[config.mk]
export PLATFORM = sky130hd
export DESIGN_NAME = sorted_byte_multiset_flat
export DESIGN_NICKNAME = d
export VERILOG_FILES = /design/src/sv/smb_pkg.sv /design/src/sv/smb_req_if.sv /design/src/sv/smb_rsp_if.sv /design/src/sv/sorted_byte_multiset.sv /design/src/flat_wrapper.sv
export VERILOG_INCLUDE_DIRS = /design/src /design/src/sv
export SDC_FILE = /design/constraint.sdc
export NUM_CORES = 1
export LEC_CHECK = 0
export BUFFER_PORTS_ARGS = -buffer_cell sky130_fd_sc_hd__buf_2
export CORE_UTILIZATION = 40
export CTS_CLUSTER_DIAMETER = 120
export DETAILED_ROUTE_END_ITERATION = 7
export SKIP_LAST_GASP = 1
export SLEW_MARGIN = 20
export SYNTH_ARGS = -nofsm -noshare
export SYNTH_HDL_FRONTEND = slang
export SYNTH_SLANG_ARGS = --single-unit
[constraint.sdc]
create_clock -name clk_i -period 4.2 [get_ports clk_i]
set_clock_uncertainty 0.15 [all_clocks]
set_input_delay 0.21 -clock clk_i [delete_from_list [all_inputs] [get_ports clk_i]]
set_output_delay 0.21 -clock clk_i [all_outputs]
set_load 0.1 [all_outputs]
[src/sv/assert_macros.svh]
// Assertion macros used by the RTL of the sorted byte multiset.
`ifndef ASSERT_MACROS_SVH
`define ASSERT_MACROS_SVH

`ifndef SYNTH

// Checks a property on every rising clock edge outside of reset.
`define SMB_ASSERT(label, clk, rst_n, prop, msg) \
  label: assert property (@(posedge clk) disable iff (!rst_n) (prop)) else $error(msg);

// Checks a property on every rising clock edge, reset included.
`define SMB_ASSERT_ALWAYS(label, clk, prop, msg) \
  label: assert property (@(posedge clk) (prop)) else $error(msg);

`else

`define SMB_ASSERT(label, clk, rst_n, prop, msg)
`define SMB_ASSERT_ALWAYS(label, clk, prop, msg)

`endif

`endif

[src/sv/smb_pkg.sv]
// Types and constants of the sorted byte multiset.
`default_nettype none

package smb_pkg;

  localparam int unsigned VALUE_W = 8;
  localparam int unsigned COUNT_W = 6;

  typedef enum logic [0:0] {
    ACTION_INSERT = 1'b0,
    ACTION_REMOVE = 1'b1
  } action_e;

  typedef enum logic [1:0] {
    STATUS_DONE      = 2'd0,
    STATUS_FULL      = 2'd1,
    STATUS_NOT_FOUND = 2'd2
  } status_e;

  typedef logic [VALUE_W-1:0] value_t;
  typedef logic [COUNT_W-1:0] count_t;

endpackage

`default_nettype wire

[src/sv/smb_req_if.sv]
// Request channel of the sorted byte multiset: an action and a byte value.
`default_nettype none

interface smb_req_if;
  logic             valid;
  logic             ready;
  smb_pkg::action_e action;
  smb_pkg::value_t  value;

  modport source (output valid, output action, output value, input ready);
  modport sink   (input valid, input action, input value, output ready);
endinterface

`default_nettype wire

[src/sv/smb_rsp_if.sv]
// Response channel of the sorted byte multiset: a status and the new count.
`default_nettype none

interface smb_rsp_if;
  logic             valid;
  logic             ready;
  smb_pkg::status_e status;
  smb_pkg::count_t  count;

  modport source (output valid, output status, output count, input ready);
  modport sink   (input valid, input status, input count, output ready);
endinterface

`default_nettype wire

[src/sv/sorted_byte_multiset.sv]
// Sorted byte multiset: ordered store with iterative insert and remove.
// An insert moves each held value larger than the new one up by one, then writes the new
//   value in the hole; a remove walks every held value; a refusal goes straight to the result.
// Items are handled one at a time; each step is a memory read, then one compare and write.
// A new item is accepted while the previous result still waits in the output register.
// Reset clears the count and the control state at once; there is no clearing pass.
`default_nettype none
`include "assert_macros.svh"

module sorted_byte_multiset #(
  parameter int unsigned CAPACITY = 32
) (
  input  wire        clk_i,
  input  wire        rst_ni,
  smb_req_if.sink    req_i,
  smb_rsp_if.source  rsp_o
);

  // Index width covers the entries, count width covers the full count.
  localparam int unsigned IW = (CAPACITY > 1) ? $clog2(CAPACITY) : 1;
  localparam int unsigned CW = $clog2(CAPACITY + 1);

  // The sequencer walks the store one entry at a time: a read state issues the
  // memory read, then a compare state compares the read value with the item's
  // value in the shared comparator and writes the moved entry back.
  typedef enum logic [6:0] {
    S_IDLE    = 7'b0000001,
    S_INS_RD  = 7'b0000010,
    S_INS_CMP = 7'b0000100,
    S_INS_PUT = 7'b0001000,
    S_REM_RD  = 7'b0010000,
    S_REM_CMP = 7'b0100000,
    S_DONE    = 7'b1000000
  } state_e;

  state_e state_q, state_d;

  // Item being worked on.
  smb_pkg::action_e act_q, act_d;
  smb_pkg::value_t  val_q, val_d;

  // Walking index: the hole position on insert, the read position on remove.
  logic [IW-1:0] idx_q, idx_d;
  logic          found_q, found_d;
  smb_pkg::status_e res_q, res_d;

  logic [CW-1:0] held_q, held_d;

  // Output register.
  logic             rsp_valid_q, rsp_valid_d;
  smb_pkg::status_e rsp_status_q, rsp_status_d;
  smb_pkg::count_t  rsp_count_q, rsp_count_d;

  // Value store: one write port and one registered read port.
  smb_pkg::value_t mem [CAPACITY];
  smb_pkg::value_t rd_data_q;
  logic [IW-1:0]   rd_addr;
  logic            wr_en;
  logic [IW-1:0]   wr_addr;
  smb_pkg::value_t wr_data;

  // Shared comparator on the read value and the item's value.
  logic cmp_gt;
  logic cmp_eq;

  logic req_fire;
  logic rsp_free;
  logic last_entry;

  assign cmp_gt = (rd_data_q > val_q);
  assign cmp_eq = (rd_data_q == val_q);

  assign req_i.ready  = (state_q == S_IDLE);
  assign req_fire     = req_i.valid && req_i.ready;
  assign rsp_free     = !rsp_valid_q || rsp_o.ready;
  assign last_entry   = (CW'(idx_q) == (held_q - CW'(1)));

  assign rsp_o.valid  = rsp_valid_q;
  assign rsp_o.status = rsp_status_q;
  assign rsp_o.count  = rsp_count_q;

  always_comb begin
    state_d      = state_q;
    act_d        = act_q;
    val_d        = val_q;
    idx_d        = idx_q;
    found_d      = found_q;
    res_d        = res_q;
    held_d       = held_q;
    rsp_valid_d  = rsp_valid_q;
    rsp_status_d = rsp_status_q;
    rsp_count_d  = rsp_count_q;
    rd_addr      = idx_q;
    wr_en        = 1'b0;
    wr_addr      = idx_q;
    wr_data      = val_q;

    // The consumer takes the waiting result.
    if (rsp_valid_q && rsp_o.ready) begin
      rsp_valid_d = 1'b0;
    end

    case (state_q)
      S_IDLE: begin
        if (req_fire) begin
          act_d   = req_i.action;
          val_d   = req_i.value;
          found_d = 1'b0;
          idx_d   = '0;
          if (req_i.action == smb_pkg::ACTION_INSERT) begin
            if (held_q == CW'(CAPACITY)) begin
              res_d   = smb_pkg::STATUS_FULL;
              state_d = S_DONE;
            end else if (held_q == '0) begin
              state_d = S_INS_PUT;
            end else begin
              // The hole starts just above the last held value.
              idx_d   = IW'(held_q);
              state_d = S_INS_RD;
            end
          end else begin
            if (held_q == '0) begin
              res_d   = smb_pkg::STATUS_NOT_FOUND;
              state_d = S_DONE;
            end else begin
              state_d = S_REM_RD;
            end
          end
        end
      end

      S_INS_RD: begin
        rd_addr = idx_q - IW'(1);
        state_d = S_INS_CMP;
      end

      S_INS_CMP: begin
        // Values larger than the new one move up into the hole; an equal value
        // stays below, so the new copy lands after those already held.
        wr_en   = 1'b1;
        wr_addr = idx_q;
        if (cmp_gt) begin
          wr_data = rd_data_q;
          if (idx_q == IW'(1)) begin
            state_d = S_INS_PUT;
          end else begin
            state_d = S_INS_RD;
          end
          idx_d = idx_q - IW'(1);
        end else begin
          wr_data = val_q;
          res_d   = smb_pkg::STATUS_DONE;
          state_d = S_DONE;
        end
      end

      S_INS_PUT: begin
        // The store is empty or every held value was larger: the new one goes to the front.
        wr_en   = 1'b1;
        wr_addr = '0;
        wr_data = val_q;
        res_d   = smb_pkg::STATUS_DONE;
        state_d = S_DONE;
      end

      S_REM_RD: begin
        rd_addr = idx_q;
        state_d = S_REM_CMP;
      end

      S_REM_CMP: begin
        // Once the first match is found, each later value moves down by one.
        if (found_q) begin
          wr_en   = 1'b1;
          wr_addr = idx_q - IW'(1);
          wr_data = rd_data_q;
        end
        if (last_entry) begin
          if (found_q || cmp_eq) begin
            res_d = smb_pkg::STATUS_DONE;
          end else begin
            res_d = smb_pkg::STATUS_NOT_FOUND;
          end
          state_d = S_DONE;
        end else begin
          found_d = found_q || cmp_eq;
          idx_d   = idx_q + IW'(1);
          state_d = S_REM_RD;
        end
      end

      S_DONE: begin
        // Wait here until the output register is free, then commit the count.
        if (rsp_free) begin
          if (res_q == smb_pkg::STATUS_DONE) begin
            if (act_q == smb_pkg::ACTION_INSERT) begin
              held_d = held_q + CW'(1);
            end else begin
              held_d = held_q - CW'(1);
            end
          end
          rsp_valid_d  = 1'b1;
          rsp_status_d = res_q;
          rsp_count_d  = smb_pkg::COUNT_W'(held_d);
          state_d      = S_IDLE;
        end
      end

      default: begin
        state_d = S_IDLE;
      end
    endcase
  end

  always_ff @(posedge clk_i or negedge rst_ni) begin
    if (!rst_ni) begin
      state_q     <= S_IDLE;
      held_q      <= '0;
      rsp_valid_q <= 1'b0;
    end else begin
      state_q     <= state_d;
      held_q      <= held_d;
      rsp_valid_q <= rsp_valid_d;
    end
  end

  always_ff @(posedge clk_i) begin
    act_q        <= act_d;
    val_q        <= val_d;
    idx_q        <= idx_d;
    found_q      <= found_d;
    res_q        <= res_d;
    rsp_status_q <= rsp_status_d;
    rsp_count_q  <= rsp_count_d;
  end

  always_ff @(posedge clk_i) begin
    if (wr_en) begin
      mem[wr_addr] <= wr_data;
    end
    rd_data_q <= mem[rd_addr];
  end

  `SMB_ASSERT(a_held_in_range, clk_i, rst_ni, held_q <= CW'(CAPACITY), "count above capacity")
  `SMB_ASSERT(a_held_changes_at_commit, clk_i, rst_ni, (held_q != $past(held_q)) |-> ($past(state_q) == S_DONE), "count changed outside commit")
  `SMB_ASSERT(a_accept_leaves_idle, clk_i, rst_ni, req_fire |=> (state_q != S_IDLE), "item accepted but sequencer stayed idle")
  `SMB_ASSERT(a_done_moves_count, clk_i, rst_ni, ((state_q == S_DONE) && rsp_free && (res_q == smb_pkg::STATUS_DONE)) |=> (held_q != $past(held_q)), "completed item left count unchanged")

endmodule

`default_nettype wire

[src/flat_wrapper.sv]
// flat-port wrapper written by rule: the top's interface ports become plain ports
module sorted_byte_multiset_flat 
#(
  parameter int unsigned CAPACITY = 32
)
  (clk_i, rst_ni, req_i_valid, req_i_action, req_i_value, req_i_ready, rsp_o_valid, rsp_o_status, rsp_o_count, rsp_o_ready);
  smb_req_if req_i_i ();
  smb_rsp_if rsp_o_i ();
  input  wire clk_i;
  input  wire rst_ni;
  input wire logic [$bits(req_i_i.valid)-1:0] req_i_valid;
  input wire logic [$bits(req_i_i.action)-1:0] req_i_action;
  input wire logic [$bits(req_i_i.value)-1:0] req_i_value;
  output wire logic [$bits(req_i_i.ready)-1:0] req_i_ready;
  output wire logic [$bits(rsp_o_i.valid)-1:0] rsp_o_valid;
  output wire logic [$bits(rsp_o_i.status)-1:0] rsp_o_status;
  output wire logic [$bits(rsp_o_i.count)-1:0] rsp_o_count;
  input wire logic [$bits(rsp_o_i.ready)-1:0] rsp_o_ready;
  assign req_i_i.valid = req_i_valid;
  assign req_i_i.action = req_i_action;
  assign req_i_i.value = req_i_value;
  assign req_i_ready = req_i_i.ready;
  assign rsp_o_valid = rsp_o_i.valid;
  assign rsp_o_status = rsp_o_i.status;
  assign rsp_o_count = rsp_o_i.count;
  assign rsp_o_i.ready = rsp_o_ready;
  sorted_byte_multiset #(.CAPACITY(CAPACITY)) u_core (.clk_i(clk_i), .rst_ni(rst_ni), .req_i(req_i_i), .rsp_o(rsp_o_i));
endmodule
## Yosys cells after proc, flatten, opt, wreduce, memory -nomap -nowiden

Memory sizes are Yosys's and may differ from the RTL's. A register that Yosys moved wholly into a read port is not among the register bits.
Cells that the tools add are included.

- Flip-flop bits (word level): 39
- Memory bits (writable): 256
- Input port bits: 13
- Word-level logic and storage cells: 95
- Memories kept: 1

- Add/subtract/negate cells: 4
- $lt $le $gt $ge: 1
- Equal/unequal tests: 19
- Muxes and demuxes: 43
- Reductions and logical operators: 17

Memories:

| memory | words | width | read ports | clocked after memory_dff | wr ports | line | RTL |
|---|---|---|---|---|---|---|---|
| u_core.mem | 32 | 8 | 1 | 1 | 1 | sorted_byte_multiset.sv:55 | `smb_pkg::value_t mem [CAPACITY];` |

Operators by type and width:

| operator | number |
|---|---|
| $mux 7 | 7 |
| $pmux 7 s7 | 1 |
| $mux 5 | 8 |
| $mux 8 | 2 |
| $pmux 8 s2 | 1 |
| $pmux 5 s3 | 1 |
| $mux 2 | 7 |
| $mux 6 | 2 |
| $pmux 5 s2 | 1 |
| $eq 8x8->1 | 1 |
| $gt 8x8->1 | 1 |
| $mux 1 | 8 |
| $mux 4 | 2 |
| $pmux 2 s4 | 1 |
| $eq 7x1->1 const B | 1 |
| $eq 7x2->1 const B | 1 |
| $eq 7x3->1 const B | 1 |
| $eq 7x4->1 const B | 1 |
| $eq 7x5->1 const B | 1 |
| $eq 7x6->1 const B | 1 |
| $eq 7x7->1 const B | 1 |
| $add 6x1->6 const B | 1 |
| $eq 5x6->1 | 1 |
| $eq 6x6->1 const B | 1 |
| other kinds (21) | 31 |

## Longest topological paths before layout

- Depth after elaboration: 6
- Gate-level depth with buffers: 14

## Worst setup path before layout

Ideal clock, no wire load.

- Path type: register to register
- From: register u_core.idx_q[1]
- To: register u_core.rd_data_q[4], read port of u_core.mem
- Library setup time: 115 ps
- Arrival time: 2861 ps
- Required time: 3935 ps
- Slack: 1075 ps
- Cell stages (with the launch flop): 13
- Buffers on the path: 3
- Clock period less this slack: 3125 ps
- Cells stage by stage: edfxtp_1 > clkbuf_1 > inv_1 > ha_1 > clkbuf_1 > nand4bb_1 > or3_1 > buf_6 > and3_4 > o32ai_2 > o22ai_1 > a2111o_1 > o21a_1

- Longest elaborated chain between the ends: 2

Ends and longest elaborated chain:

| item | line | RTL |
|---|---|---|
| start: declaration | sorted_byte_multiset.sv:43 | `logic [IW-1:0] idx_q, idx_d;` |
| start signal: assignment | sorted_byte_multiset.sv:230 | `idx_q <= idx_d;` |
| $sub 5x1->5 | sorted_byte_multiset.sv:133 | `rd_addr = idx_q - IW'(1);` |
| $mux 5 (*) | sorted_byte_multiset.sv:103 | `case (state_q)` |
| end: declaration | sorted_byte_multiset.sv:56 | `smb_pkg::value_t rd_data_q;` |

Every way passes the cells marked *; elsewhere a longest branch is shown, timed or not.
A chain may end at the register's enable or synchronous reset.

## Worst setup path after layout

- From: register u_core.idx_q[1]
- To: register u_core.rd_data_q[5], read port of u_core.mem

The elaborated chain is that of the path after synthesis.

==> metrics.md <==
| Metric | Value |
|---|---|
| Largest area contributor in the netlist | `edfxtp_1` |
| Largest fanout on the critical path | `28` |
| HPWL Detailed | `21400 um` |
| Critical-path cell list | `inv_1, ha_1, nand4bb_1, or3_2, nand2_4, buf_4, a211oi_1, a311oi_1, nor4_1, buf_4, a21oi_1` |
| Outcome | `completed` |
| Worst setup SP type | `register` |
| First-pass GRT wire length | `51400 um` |
| Drt first pass iters | `5` |
| DRT Wirelength | `33700 um` |
| CTS buffer count | `34` |
| RSZ-0062 raised after global routing | `false` |
| Post-place setup slack | `0.276 ns` |
| GR Overflow Total | `0` |
| Initial antenna violation count | `2` |
| Mapped Nets | `1037` |
| # IOs | `23` |
| Area contributors post-synth | `edfxtp_1 (64%), nand2_1 (2.9%), a211oi_1 (2.7%), a311oi_1 (2.6%), and3_1 (2.5%)` |
| Die height | `184 um` |
| Max clock buf depth | `3` |
| Die width | `184 um` |
| Setup CP Type | `reg2reg` |
| Top_reg_cell synth | `edfxtp_1` |
| Total GRT Usage | `20.4%` |
| Max-cap violations | `0` |
| WP data required | `4.50 ns` |
| Later-pin clock latency in the skew report | `0.54 ns` |
| Final WS setup | `0.252 ns` |
| Number of buffers added on ports | `22` |
| Vias per inst | `5.76` |
| Fillers | `2884` |
| Top cell type's share of synthesized area | `63.5%` |
| Tcrit/Tclk final | `94.0%` |
| Clock-pin slew on the worst setup and hold paths | `0.06 ns` |
| Setup TNS | `0 ns` |
| Fmax | `253 MHz` |
| Synth warnings | `0` |
| Worst hold path type | `in2async` |
| NumNets Final | `1096` |
| Remaining DRCs | `0` |
| Slew headroom | `31.2%` |
| Worst-margin pin slew | `1.03 ns` |
| Total number of vias | `8847` |
| Static Leak | `0.00535 uW` |
| Slew Viols, Final | `0` |
| Starting DRT DRC Count | `970` |
| Rows | `66` |
| Final Setup Violations | `0` |
| Antenna viol nets, final | `0` |
| CP delay by family, top | `simple AND/OR/NAND/NOR gates` |
| Hold Vio Cnt, Final | `0` |
| Core Area | `0.0326 mm2` |
| Gates resized, CTS repair | `0` |
| Hold buffer count at cts | `12` |
| Worst EP arrival | `4.25 ns` |
| Seq cells post-synth | `303` |
| Placed instance count | `1464` |
| Peak VDD IR | `0.596 mV` |
| Yosys cell types | `66` |
| Synth Instances | `1011` |
| Worst path slowest cell | `or3_2` |
| Fraction of registers with async set/reset | `4.62%` |
| Area Growth Syn to Fin | `15.7%` |
| Sequential element share of the synthesized area | `67.4%` |
| Global placer's final weighted congestion | `0.864` |
| Ant. Diodes | `0` |
| H-tree depth | `2` |
| Clock sinks | `303` |
| CP Buf/Inv Count | `3` |
| Post-synthesis cell area | `0.0133 mm2` |
| Minimum clock period | `3.95 ns` |
| Final hold slack | `0.0157 ns` |
| Crit path capture type | `register` |
| Initial Utilization | `40.7%` |
| Final core occ | `47.1%` |
| Crit-path most repeated cell | `buf_4` |
| Average routed wire per standard cell | `21.9 um` |
| Final Non-Filler Cells | `1537` |
| Post-CTS Setup Inserts | `0` |
| CTS tree | `yes` |
| PD cells | `762 mW/mm2` |
| Synthesized area per cell | `13.1 um2` |
| DIE AREA | `0.0339 mm2` |
| Vias in the first global route | `8448` |
| Clock root buffer | `clkbuf_16` |
| Post-synth EDFFs | `281` |
| Largest net degree at the start of global routing | `91` |
| CP max stage delay | `0.68 ns` |
| Share of cells above drive strength 1 | `13.2%` |
## metal layers
layer	track usage (%)	wire length, um	share of wire [%]
met5	0	0	0
met4	6.53	673	2.0
met2	31.6	15500	46
met1	29.3	15200	45
met3	3.16	2250	6.7
## registers in the layout, indices dropped and copies added, names as in the netlist
name                 cells
u_core.act_q             1
u_core.found_q           1
u_core.held_q            6
u_core.idx_q             5
u_core.mem             256
u_core.rd_data_q         8
u_core.res_q             2
u_core.rsp_o.count       6
u_core.rsp_o.status      2
u_core.rsp_o.valid       1
u_core.state_q           7
u_core.val_q             8
## metrics by stage
step / power (uW) / cell area, um2
2_1_floorplan: 7140 / 13300
3_3_place_gp: 8720 / 14100
3_5_place_dp: 8770 / 14100
4_1_cts: 11800 / 15400
5_1_grt: 12300 / 15400
6_report: 11700 / 15400
## cell usage in the layout (no fill, tap or decap), types with 4 or more instances in the layout
cell	instances
xnor2_1	16
buf_12	4
or3_1	5
xor2_1	8
o211ai_1	5
dfxtp_1	8
nor3b_1	4
dlygate4sd3_1	12
nor4_1	15
mux2i_1	29
o31ai_1	5
o21ai_0	13
nor2b_1	6
clkbuf_16	34
nand2b_1	6
a21o_1	5
clkbuf_1	9
nand2_1	102
ha_1	13
nor2_1	56
o221ai_1	10
a311oi_1	39
buf_2	22
o21a_1	4
clkinv_1	6
dfrtp_1	13
mux2_2	8
a21oi_1	54
o22ai_1	4
and3_1	53
bufinv_16	4
a211oi_1	47
buf_4	52
edfxtp_1	281
inv_1	18
nor3_1	8
nand3_1	56
## final timing paths
path                                      startpoint                               end  slack (ns)  cells after the start
hold reg to reg            u_core.res_q[1]$_DFFE_PP_  u_core.rsp_o.status[1]$_DFFE_PP_        0.39                      0
max in group asynchronous                     rst_ni     u_core.state_q[4]$_DFFE_PN0P_        2.77                      3
hold / removal                                rst_ni     u_core.state_q[0]$_DFFE_PN1P_        0.02                      2
setup reg to reg           u_core.idx_q[1]$_DFFE_PP_       u_core.rd_data_q[5]$_DFF_P_        0.25                     11
setup / recovery           u_core.idx_q[1]$_DFFE_PP_       u_core.rd_data_q[5]$_DFF_P_        0.25                     11
min in group clk_i                       req_i_valid      u_core.found_q$_SDFFCE_PN0P_        0.03                      3
## layout make-up
type	count	area, um2	share of cell area, %
Sequential cell	303	8950	58.2
Multi-Input combinational cell	623	3980	25.9
Clock buffer	43	885	5.76
Timing Repair Buffer	90	701	4.56
Tap cell	442	553	3.60
Clock inverter	18	235	1.53
Inverter	18	67.6	0.440
## cells in the mapped netlist (all sizes together) (13+ instances only)
library cell  instances
a211oi               47
a21oi                54
a311oi               39
and3                 54
buf                  30
clkbuf               37
dfrtp                13
edfxtp              281
ha                   13
inv                  18
mux2i                29
nand2               103
nand3                56
nor2                 57
nor4                 16
o21ai                15
xnor2                16
## power by group
| group | switching [uW] | internal [uW] |
|---|---|---|
| logic | 3060 | 1480 |
| clock network | 1220 | 1760 |
| registers | 255 | 3940 |
| total | 4530 | 7180 |
## cell families (layout without fill, tap and decap cells)
kind of cell	after synthesis	after routing	synth area share, %
AOI/OAI and AO/OA	212	212	11.5
xor gates and xnor gates	24	24	1.58
adders and majority gates	13	13	1.22
buffers and inverters	85	169	2.85
DFF	303	303	67.4
muxes	37	37	2.86
and+or+nand+nor	337	337	12.7
Note: power is estimated with default switching activity, not from simulation.
